--- src/rtl/isp_pkg.sv ---
// Shared types and constants, including the hash constants, for the inode set probe unit.
package isp_pkg;

	localparam int CAPACITY_DEF = 1024;
	localparam logic [63:0] HASH_MUL = 64'd1099511628211;
	localparam logic [63:0] HASH_ADD = 64'h9e3779b97f4a7c15;

	localparam logic ACT_QUERY = 1'b0;
	localparam logic ACT_ADD = 1'b1;

	typedef struct packed {
		logic        action;
		logic [63:0] inode;
		logic [63:0] device;
	} req_t;

	typedef struct packed {
		logic present;
		logic added;
		logic full_res;
	} res_t;

	// hashed request handed from front to back
	typedef struct packed {
		logic        action;
		logic [63:0] inode;
		logic [63:0] device;
		logic [63:0] hash;
	} job_t;

endpackage

--- src/rtl/isp_queue.sv ---
// Two-entry queue between front and back end.
module isp_queue (
	input  logic          clk,
	input  logic          arst_n,
	input  logic          wr_valid,
	output logic          wr_ready,
	input  isp_pkg::job_t wr_data,
	output logic          rd_valid,
	input  logic          rd_ready,
	output isp_pkg::job_t rd_data
);

	isp_pkg::job_t mem_q [2];
	logic          wp_q, rp_q;
	logic [1:0]    cnt_q;
	logic          wr, rd;

	assign wr_ready = cnt_q != 2'd2;
	assign rd_valid = cnt_q != 2'd0;
	assign wr = wr_valid && wr_ready;
	assign rd = rd_valid && rd_ready;
	assign rd_data = mem_q[rp_q];

	// storage
	always_ff @(posedge clk) begin
		if (wr) mem_q[wp_q] <= wr_data;
	end

	// pointers
	always_ff @(posedge clk or negedge arst_n) begin
		if (!arst_n) begin
			wp_q <= 1'b0;
			rp_q <= 1'b0;
			cnt_q <= 2'd0;
		end else begin
			if (wr) wp_q <= !wp_q;
			if (rd) rp_q <= !rp_q;
			cnt_q <= cnt_q + {1'b0, wr} - {1'b0, rd};
		end
	end

	assert property (@(posedge clk) disable iff (!arst_n) cnt_q != 2'd3)
		else $error("queue count overflow");
	assert property (@(posedge clk) disable iff (!arst_n)
		(cnt_q == 2'd2 && !rd) |=> cnt_q == 2'd2)
		else $error("full queue lost an entry");
	assert property (@(posedge clk) disable iff (!arst_n)
		(cnt_q == 2'd0) |-> !rd)
		else $error("read from empty queue");

endmodule

--- config.mk ---
export PLATFORM = sky130hd
export DESIGN_NAME = isp_queue
export DESIGN_NICKNAME = d
export VERILOG_FILES = /design/src/rtl/isp_pkg.sv /design/src/rtl/isp_queue.sv
export SDC_FILE = /design/constraint.sdc
export NUM_CORES = 1
export LEC_CHECK = 0
export ABC_AREA = 1
export BUFFER_PORTS_ARGS = -buffer_cell sky130_fd_sc_hd__buf_2
export CAP_MARGIN = 20
export CORE_UTILIZATION = 56
export DETAILED_ROUTE_END_ITERATION = 8
export HOLD_SLACK_MARGIN = 0.03
export PLACE_DENSITY = 0.85
export SLEW_MARGIN = 10
export SYNTH_ARGS = -nofsm -noshare
export SYNTH_HDL_FRONTEND = slang
export SYNTH_SLANG_ARGS = --single-unit
--- constraint.sdc ---
create_clock -name clk -period 15 [get_ports clk]
set_input_delay 1.5 -clock clk [delete_from_list [all_inputs] [get_ports clk]]
set_output_delay 1.5 -clock clk [all_outputs]
set_load 0.1 [all_outputs]
# ---- Word level (Yosys, flattened, before mapping)
# Memories as Yosys holds them, arrays and structs flattened.
# Cells that the tools add are included.
dict set report classes {
  n_addsub 2
  multipliers 0
  div 0
  magnitude_cmp 0
  n_eq_ne 1
  shifts 0
  muxes 2
  bitwise 0
  n_reduce_logical 5
}
# op n
set ops {}
lappend ops {{adder 2 x 1 -> 2 bit} 1}
lappend ops {{logical AND 1 bit} 2}
lappend ops {{logical NOT 1 bit} 2}
lappend ops {{two-way mux 1 bit} 2}
lappend ops {{inequality test 2 bit, second input constant} 1}
lappend ops {{nonzero test 2 bit} 1}
lappend ops {{subtractor 2 x 1 -> 2 bit} 1}
dict set report word_totals {
  regBits 4
  latch_bits 0
  mem_bits_rw 386
  romBits 0
  inputBits 197
  out_inout_bits 195
  wordCells 14
  mem_count 1
}
# memory words width read_ports rd_clocked_by_memory_dff write_ports line
set memory_table {}
lappend memory_table {mem_q 2 193 1 0 1 isp_queue.sv:13} ;# isp_pkg::job_t mem_q [2];

# ---- Logic depth before layout (Yosys ltp)
dict set report depth {
  word_depth 4
  mapped_depth 12
}

# ---- Worst setup path after synthesis
# No wires, ideal clock.
dict set report synth_path {
  kind {in2reg}
  start {input port wr_valid}
  end {memory mem_q[1][0] (netlist bit) (enable)}
  t_arrival_ps 9701
  required_time_ps 14248
  slack_ps 4548
  cell_stages 2
  path_buffers 0
  path_cell_list {nand2_1 > nor2_1}
}
dict set report synth_between {
  elab_chain_len 3
}
# element line
set synth_rtl {}
lappend synth_rtl {{from (decl)} isp_queue.sv:5} ;# input logic wr_valid,
lappend synth_rtl {{logical AND 1 bit} isp_queue.sv:20} ;# assign wr = wr_valid && wr_ready;
lappend synth_rtl {{two-way mux 1 bit} isp_queue.sv:26} ;# if (wr) mem_q[wp_q] <= wr_data;
lappend synth_rtl {{two-way mux 1 bit (not written as such)} isp_queue.sv:26}
lappend synth_rtl {{to (decl)} isp_queue.sv:13}
# No other way between the ends.

==> results_dict.tcl <==
set metrics [dict create \
    clock-sinks 390 \
    cap_violations 0 \
    yosysSeqAreaShare 0.818 \
    route.detailed.drc 0 \
    grt-busiest-layer "met2" \
    grt_usage 0.247 \
    cp_num_buf_inv 4 \
    antenna_found_initial 10 \
    netlist_area_um2 14300 \
    grt_overflow 0 \
    timing.fmax_mhz 190 \
    post-cts-setup-buffers 0 \
    post-route-period-util 0.351 \
    max_stage_delay_ns 0.89 \
    crit_family "buffers and inverters" \
    grt_pass1_wl_um 49100 \
    slew_headroom 0.281 \
    cp-end-kind "primary output" \
    drive_above_1_share 0.309 \
    synthCells 1040 \
    num_rows 58 \
    area_growth_pct 24.0 \
    ant_nets 0 \
    die_x_um 162 \
    clockBufferDepth 3 \
    setup_violations 0 \
    fin_area_um2 17700 \
    ys_ff_latch 390 \
    drt_pass1_iterations 5 \
    rsz0062_at_grt "false" \
    hold_buffers 0 \
    cts_tree "yes" \
    dieHeight_um 162 \
    grt_max_degree 182 \
    tightest_slew_ns 1.08 \
    routed_wl_um 32900 \
    gp_congestion 0.795 \
    fp.dieArea_um2 26200 \
    finalCriticalPeriod_ns 5.27 \
    via_count 9200 \
    boundaryPins 392 \
    cp-start-kind "flop" \
    cp_cell_sequence "buf_16, inv_6, buf_4, nand2_1, nand2_1, buf_2" \
    root_buffer "clkbuf_16" \
    fin_skew_ns 0.0139 \
    syn_area_per_cell_um2 13.7 \
    avgRoutedWirePerCell_um 18.3 \
    vias_per_cell 5.12 \
    yosysWarnings 0 \
    ys_types 14 \
    start_util 0.569 \
    insertion_delay_ns 0.50 \
    nFillCells 1598 \
    worstPathRequired_ns 13.50 \
    timing.setup.tns_ns 0 \
    ctsHtreeMaxLevel 2 \
    grt_pass1_vias 9322 \
    path_class "flop to primary output" \
    maxSlewViolCount 0 \
    cp.arrival_ns 3.77 \
    drtIter0Drc 747 \
    met2_usage 0.445 \
    critPathMostFrequentCell "nand2_1" \
    num-nets-final 1633 \
    hold_ws_ns 0.589 \
    core-area_um2 25100 \
    cts_buffers 38 \
    clkTransAtPathRegs_ns 0.06 \
    hold_violations 0 \
    status "completed" \
    crit_fanout 99 \
    placed_cell_area_um2 16400 \
    utilization 0.706 \
    grt_use_met3 0.0809 \
    portBuffers 391 \
    synth_nets 1238 \
    crit_path_top_delay_cell "buf_4" \
    cts_resized 0 \
    hold_path_class "flop to flop" \
    dp.final_hpwl_um 20800 \
    met1_usage 0.276 \
]
cell usage after synthesis (all sizes together):
cell type | instances | area share
a21oi | 1 | 0.00035
buf | 43 | 0.021
dfrtp | 4 | 0.0070
edfxtp | 386 | 0.81
ha | 1 | 0.00088
inv | 8 | 0.0021
nand2 | 588 | 0.15
nand3 | 2 | 0.00070
nor2 | 5 | 0.0013
o21ai | 1 | 0.00035
xor2 | 1 | 0.00061
registers in the layout (all words and copies together), names as in the netlist:
signal,flops
cnt_q,2
mem_q,386
rp_q,1
wp_q,1
cells in the final DEF (no fill, tap or decap), drive strengths merged:
cell type  count
nand2        588
buf          398
edfxtp       386
clkbuf        47
clkinv        15
inv            9
diode          5
nor2           5
bufinv         4
dfrtp          4
nand3          2
o21ai          1
a21oi          1
xor2           1
ha             1
worst register-to-register path, cell delays in order, from the launching register on:
cell and delay, ns:
dfrtp_1 0.40, inv_1 0.06, nand2_1 0.12, nand2_1 0.18, nor2_4 0.32, buf_4 0.57
buf_4 0.84
cells by family after synthesis:
group / share of synthesized area
XOR/XNOR: 0.000613
AO/OA/AOI/OAI: 0.000700
flip-flops: 0.818
buffers and inverters: 0.0231
adder cells (fa/ha/maj): 0.000876
AND/OR/NAND/NOR: 0.156
path summary, 6_finish.rpt:
path	from	to	slack (ns)	cells after the start
setup / recovery	rp_q	rd_data[6]	9.73	6
hold / removal	cnt_q[0]	cnt_q[0]	0.59	1
setup reg to reg	cnt_q[0]	mem_q[1][167]	12.09	6
hold reg to reg	cnt_q[0]	cnt_q[0]	0.59	1
max in group asynchronous	arst_n	rp_q	14.05	1
min in group asynchronous	arst_n	rp_q	0.80	1
cell type report:
class | instances | area (um2) | area share
multi-input cells | 599 | 2280 | 0.129
inverters | 8 | 35.0 | 0.00198
clock buffers | 47 | 1050 | 0.0592
clock inverters | 20 | 190 | 0.0107
well taps | 330 | 413 | 0.0233
repair buffers | 398 | 2040 | 0.115
flip-flops and latches | 390 | 11700 | 0.660
diodes | 5 | 12.5 | 0.000706
per-stage QoR:
step                worst slack [ns]  std cells
finish                          9.73       1797
global route                    9.54       1794
CTS                             9.62       1791
detailed placement             10.19       1724
global placement               10.21       1724
floorplan                       4.55       1040
per-layer routing:
| layer | share of wire | wire (um) | up-vias |
|---|---|---|---|
| met2 | 0.52 | 17200 | 446 |
| met4 | 0.029 | 953 | 8 |
| met3 | 0.097 | 3200 | 75 |
| met5 | 0.0017 | 57 | - |
| met1 | 0.35 | 11500 | 4368 |
| li1 | - | - | 4303 |
Power is left out: the tool's default activity adds up to more than one toggle a clock period on the data nets, which glitch-free logic cannot reach.
