### src/rtl/isp_pkg.sv
// Shared types and constants, including the hash constants, for the inode set probe unit.
package isp_pkg;

	localparam int CAPACITY_DEF = 1024;
	localparam logic [63:0] HASH_MUL = 64'd1099511628211;
	localparam logic [63:0] HASH_ADD = 64'h9e3779b97f4a7c15;

	localparam logic ACT_QUERY = 1'b0;
	localparam logic ACT_ADD = 1'b1;

	typedef struct packed {
		logic        action;
		logic [63:0] inode;
		logic [63:0] device;
	} req_t;

	typedef struct packed {
		logic present;
		logic added;
		logic full_res;
	} res_t;

	// hashed request handed from front to back
	typedef struct packed {
		logic        action;
		logic [63:0] inode;
		logic [63:0] device;
		logic [63:0] hash;
	} job_t;

endpackage

### src/rtl/isp_front.sv
// Front end: accepts requests and computes the probe hash over two stages.
module isp_front (
	input  logic          clk,
	input  logic          arst_n,
	input  logic          in_valid,
	output logic          in_ready,
	input  isp_pkg::req_t in_req,
	output logic          job_valid,
	input  logic          job_ready,
	output isp_pkg::job_t job
);

	logic          v_s1_q, v_s2_q;
	isp_pkg::req_t req_s1;
	logic [63:0]   prod_s1;
	isp_pkg::job_t job_s2;
	logic          adv_s2, adv_s1;

	assign adv_s2 = !v_s2_q || job_ready;
	assign adv_s1 = !v_s1_q || adv_s2;
	assign in_ready = adv_s1;

	// valid bits
	always_ff @(posedge clk or negedge arst_n) begin
		if (!arst_n) begin
			v_s1_q <= 1'b0;
			v_s2_q <= 1'b0;
		end else begin
			if (adv_s2) v_s2_q <= v_s1_q;
			if (adv_s1) v_s1_q <= in_valid;
		end
	end

	// stage 1: low 64 bits of the product from three 32-bit partial products
	logic [63:0] p_ll, p_lh, p_hl;
	logic [63:0] p_ll_s1, p_cross_s1;
	assign p_ll = {32'd0, in_req.inode[31:0]} * {32'd0, isp_pkg::HASH_MUL[31:0]};
	assign p_lh = {32'd0, in_req.inode[31:0]} * {32'd0, isp_pkg::HASH_MUL[63:32]};
	assign p_hl = {32'd0, in_req.inode[63:32]} * {32'd0, isp_pkg::HASH_MUL[31:0]};
	always_ff @(posedge clk) begin
		if (adv_s1) begin
			req_s1     <= in_req;
			p_ll_s1    <= p_ll;
			p_cross_s1 <= p_lh + p_hl;
		end
	end
	assign prod_s1 = p_ll_s1 + {p_cross_s1[31:0], 32'd0};

	// stage 2: mix with device
	always_ff @(posedge clk) begin
		if (adv_s2) begin
			job_s2.action <= req_s1.action;
			job_s2.inode  <= req_s1.inode;
			job_s2.device <= req_s1.device;
			job_s2.hash   <= prod_s1 ^ (req_s1.device + isp_pkg::HASH_ADD
				+ {prod_s1[57:0], 6'd0} + {2'd0, prod_s1[63:2]});
		end
	end

	assign job_valid = v_s2_q;
	assign job = job_s2;

endmodule

### config.mk
export PLATFORM = sky130hd
export DESIGN_NAME = isp_front
export DESIGN_NICKNAME = d
export VERILOG_FILES = /design/src/rtl/isp_pkg.sv /design/src/rtl/isp_front.sv
export SDC_FILE = /design/constraint.sdc
export NUM_CORES = 1
export LEC_CHECK = 0
export BUFFER_PORTS_ARGS = -buffer_cell sky130_fd_sc_hd__buf_2
export CORE_MARGIN = 2
export CORE_UTILIZATION = 45
export DETAILED_ROUTE_END_ITERATION = 10
export SYNTH_ARGS = -nofsm -noshare
export SYNTH_HDL_FRONTEND = slang
export SYNTH_SLANG_ARGS = --single-unit
### constraint.sdc
create_clock -name clk -period 7.6 [get_ports clk]
set_clock_uncertainty 0.2 [all_clocks]
set_input_delay 0.38 -clock clk [delete_from_list [all_inputs] [get_ports clk]]
set_output_delay 0.38 -clock clk [all_outputs]
set_load 0.01 [all_outputs]
Yosys cells after proc, flatten, opt, wreduce, memory -nomap -nowiden
Index checks and enable logic that the tools add are counted.

Register bits: 397. Bits in latches: 0. Bits in writable memories: 0. Bits in read-only memories: 0. Output and inout bits: 195. Logic and storage cells: 23. Memories kept: 0.

Add/subtract/negate cells: 5. Multipliers: 2. Div/mod/pow operators: 0. Order comparisons: 0. Equality and inequality tests: 0. Shifts and indexed selects: 0. Multiplexer cells: 0. Bitwise logic cells: 1. Reduce and logical (&&, ||, !) cells: 4.

Operator list (number): 41-bit by 64-bit adder with 64-bit output (1); 64-bit by 62-bit adder with 64-bit output (1); 64-bit adder (1); 64-bit adder, second input constant (1); 64-bit XOR (1); 32-bit by 9-bit multiplier with 41-bit output, second input constant (1); 32-bit adder (1); 32-bit by 9-bit multiplier with 32-bit output, second input constant (1); 1-bit logical NOT (2); 1-bit logical OR (2).

Longest topological paths before layout
Depth after elaboration: 4. Depth in mapped cells: 24. Depth with buffers taken out: 23.

Worst setup path after synthesis
No wires, ideal clock.

Kind: input port to flip-flop. Start: input port job_ready. End: register p_cross_s1[10] (enable). Setup time: 2099 ps. Data arrival time: 4878 ps. Data required time: 5301 ps. Setup slack: 423 ps. Stages: 1. Path through: nand3b_1.

Cells in the longest elaborated chain, start to end: 2.

Ends and longest elaborated chain: from (decl) (RTL line isp_front.sv:9) `input logic job_ready,`; 1-bit logical OR (RTL line isp_front.sv:19) `assign adv_s2 = !v_s2_q || job_ready;`; 1-bit logical OR (RTL line isp_front.sv:20) `assign adv_s1 = !v_s1_q || adv_s2;`; to (signal assigned) (RTL line isp_front.sv:44) `p_cross_s1 <= p_lh + p_hl;`; to (decl) (RTL line isp_front.sv:36) `logic [63:0] p_ll_s1, p_cross_s1;`.

No other way between the ends. A chain may end at the register's enable or synchronous reset.

==> flow_metrics.tcl <==
set metrics [dict create \
    final_common_cell "inv_1" \
    cts_hold_buf 132 \
    drv_slew 0 \
    dp_hpwl_um 60400 \
    final_cells 3875 \
    post_cts_buffers 0 \
    hold-worst-slack_ps 114 \
    netlist_area_um2 29800 \
    ys_async_sr_fraction 0.00506 \
    cts.sinks 395 \
    final_cell_mix "512 x inv_1, 393 x edfxtp_1, 327 x buf_2, 308 x ha_1, 285 x fa_1" \
    critPathKind "flip-flop to flip-flop" \
    cts.htree.levels 2 \
    synthCells 2491 \
    rows 94 \
    fin_nets 3700 \
    drv_cap 0 \
    crit_path_start_kind "flip-flop" \
    crit_top_cell "ha_1" \
    dr.pass1.iters 5 \
    num_vias 19600 \
    synth_cell_types 77 \
    drt_wl_total_um 74200 \
    dp.cells 3659 \
    status "finished clean" \
    fin_setup_tns_ps 0 \
    required_ps 7740 \
    track_usage 0.220 \
    tightest_slew_ps 964 \
    max_freq_ghz 0.159 \
    grt_start_max_net_pins 149 \
    viasPerCell 5.06 \
    cts_resized 0 \
    fillCellCount 5692 \
    first_iter_violations 1406 \
    cts_buffers 45 \
    min_period_ps 6290 \
    gp_congestion 0.942 \
    grt-ovfl-total 0 \
    worst_setup_path_end_kind "flip-flop" \
    fp.dieW_um 261 \
    grt_pass1_vias 20300 \
    critPathSlowestCell "a211oi_1" \
    syn_to_final_growth_pct 18.2 \
    grt_pass1_wl_um 115000 \
    drive_gt1_frac 0.141 \
    synthesis.nets 3217 \
    arrival_ps 6430 \
    clk_path_buf_depth 3 \
    cts_root_buf "clkbuf_16" \
    critPathMaxFanout 7 \
    maxSlewHeadroom 0.353 \
    insertion_delay_ps 590 \
    core-area_um2 65600 \
    yosysWarnings 0 \
    start_util 0.454 \
    floorplan.die_area_um2 68200 \
    dieHeight_um 261 \
    io_pins 328 \
    wl_per_cell_um 19.2 \
    cpPeakStageDelay_ps 590 \
    cp_cell_sequence "ha_1 > fa_1 > a21o_1 > a21oi_1 > o21bai_1 > a21oi_1 > xor2_1 > ha_1 > fa_1 > inv_1 > ha_1 > nand2_1 > nor4_1 > nand2_1 > a211oi_1 > o311ai_2 > a2111oi_2 > nor2_1 > o21ai_1 > xnor2_1" \
    setup_viol 0 \
    antenna_found_initial 3 \
    synth_ff_type "edfxtp_1" \
    cts_tree "done" \
    fin_crit_sh 0.827 \
    avgSynthCellArea_um2 11.9 \
    timing_hold_violations_final 0 \
    drc 0 \
    synth_seq_cells 395 \
    clk_pin_slew_ps 60 \
    postRouteAntennaNets 0 \
    rsz0062_at_grt "no" \
    synth-edff-count 393 \
    seq_area_um2 11900 \
    multi_input_area_um2 15900 \
    place.port_buffers 327 \
    yosysSeqAreaShare 0.398 \
    hold_class "input port to flip-flop" \
]
==> final timing paths <==
kind                                       from               endpoint  slack (ps)  depth (start not counted)
max in group asynchronous                arst_n  job_valid$_DFFE_PN0P_        6610                          3
min                                   job_ready  job_valid$_DFFE_PN0P_         110                          3
max                        req_s1[96]$_DFFE_PP_      job[61]$_DFFE_PP_        1310                         20
min reg2reg                req_s1[71]$_DFFE_PP_     job[135]$_DFFE_PP_         210                          0
min in group asynchronous                arst_n     v_s1_q$_DFFE_PN0P_         470                          3
max reg2reg                req_s1[96]$_DFFE_PP_      job[61]$_DFFE_PP_        1310                         20
==> Yosys cell counts, drive strengths merged, types with 3 or more instances <==
cell type | n | area, um^2
inv | 512 | 1920
edfxtp | 393 | 11800
ha | 308 | 3850
fa | 285 | 5710
xnor2 | 160 | 1400
a21oi | 114 | 578
nand2 | 98 | 370
nor2 | 82 | 308
o21ai | 74 | 370
a21o | 68 | 510
xor2 | 65 | 569
nand3 | 30 | 150
nand4 | 26 | 163
clkbuf | 23 | 86.3
o21bai | 21 | 158
a31oi | 19 | 119
nor3 | 18 | 90.1
and3 | 17 | 116
nand2b | 15 | 93.8
nor2b | 13 | 81.3
a211oi | 12 | 95.1
and2 | 11 | 68.8
o31ai | 10 | 80.1
o211ai | 9 | 67.6
o21a | 9 | 67.6
a21boi | 8 | 60.1
and4 | 7 | 63.8
a31o | 6 | 52.6
buf | 6 | 51.3
nor4 | 6 | 37.5
o22ai | 5 | 31.3
or2 | 5 | 31.3
or3 | 5 | 31.3
a211o | 4 | 35.0
xnor3 | 4 | 90.1
a2111oi | 3 | 51.3
o31a | 3 | 26.3
o41ai | 3 | 26.3
==> logic make-up (layout without fill, tap and decap cells) <==
| family | Yosys count | after routing | synth area share |
|---|---|---|---|
| AO/OA/AOI/OAI | 388 | 388 | 0.0849 |
| XOR/XNOR | 229 | 229 | 0.0692 |
| adder cells (fa/ha/maj) | 594 | 594 | 0.321 |
| buffers and inverters | 541 | 1060 | 0.0692 |
| flip-flops | 395 | 395 | 0.398 |
| multiplexers | 1 | 1 | 0.000336 |
| other | 0 | 1 | 0 |
| AND/OR/NAND/NOR | 343 | 343 | 0.0567 |
==> area by class of cell <==
type | instances | share of cell area
multi-input cells | 1555 | 0.451
clock buffers | 51 | 0.0327
inverters | 512 | 0.0546
well taps | 864 | 0.0307
flip-flops and latches | 395 | 0.337
repair buffers | 465 | 0.0857
diodes | 1 | 0.0000711
clock inverters | 32 | 0.00825
==> critical path: cells and delay by family, from the launching register on <==
kind,cells,cell delay (ps)
AND/OR/NAND/NOR,4,790
flip-flops,1,380
adder cells (fa/ha/maj),5,1930
AO/OA/AOI/OAI,8,2170
XOR/XNOR,2,520
buffers and inverters,1,40
==> through the flow <==
step           cell area, um^2  utilization  worst slack [ps]
2_1_floorplan            29800            -               423
3_3_place_gp             32400        0.494              1240
3_5_place_dp             32400        0.494              1150
4_1_cts                  35200        0.536              1130
5_1_grt                  35200        0.536               880
6_report                 35200        0.536              1310
==> flip-flops by register name, indices dropped and copies added, names as in the netlist <==
register    cells
p_cross_s1     31
job           193
req_s1        129
v_s1_q          1
p_ll_s1        40
job_valid       1
==> per-layer routing <==
| metal | global-route usage | part of all wire | vias up |
|---|---|---|---|
| li1 | - | - | 9375 |
| met1 | 0.316 | 0.47 | 9594 |
| met2 | 0.342 | 0.44 | 538 |
| met3 | 0.0419 | 0.059 | 104 |
| met4 | 0.0598 | 0.026 | 2 |
| met5 | 0 | 0.000094 | - |
Power is not shown: default switching activity piles up to over one toggle a cycle in this logic, so the estimate is an artifact.
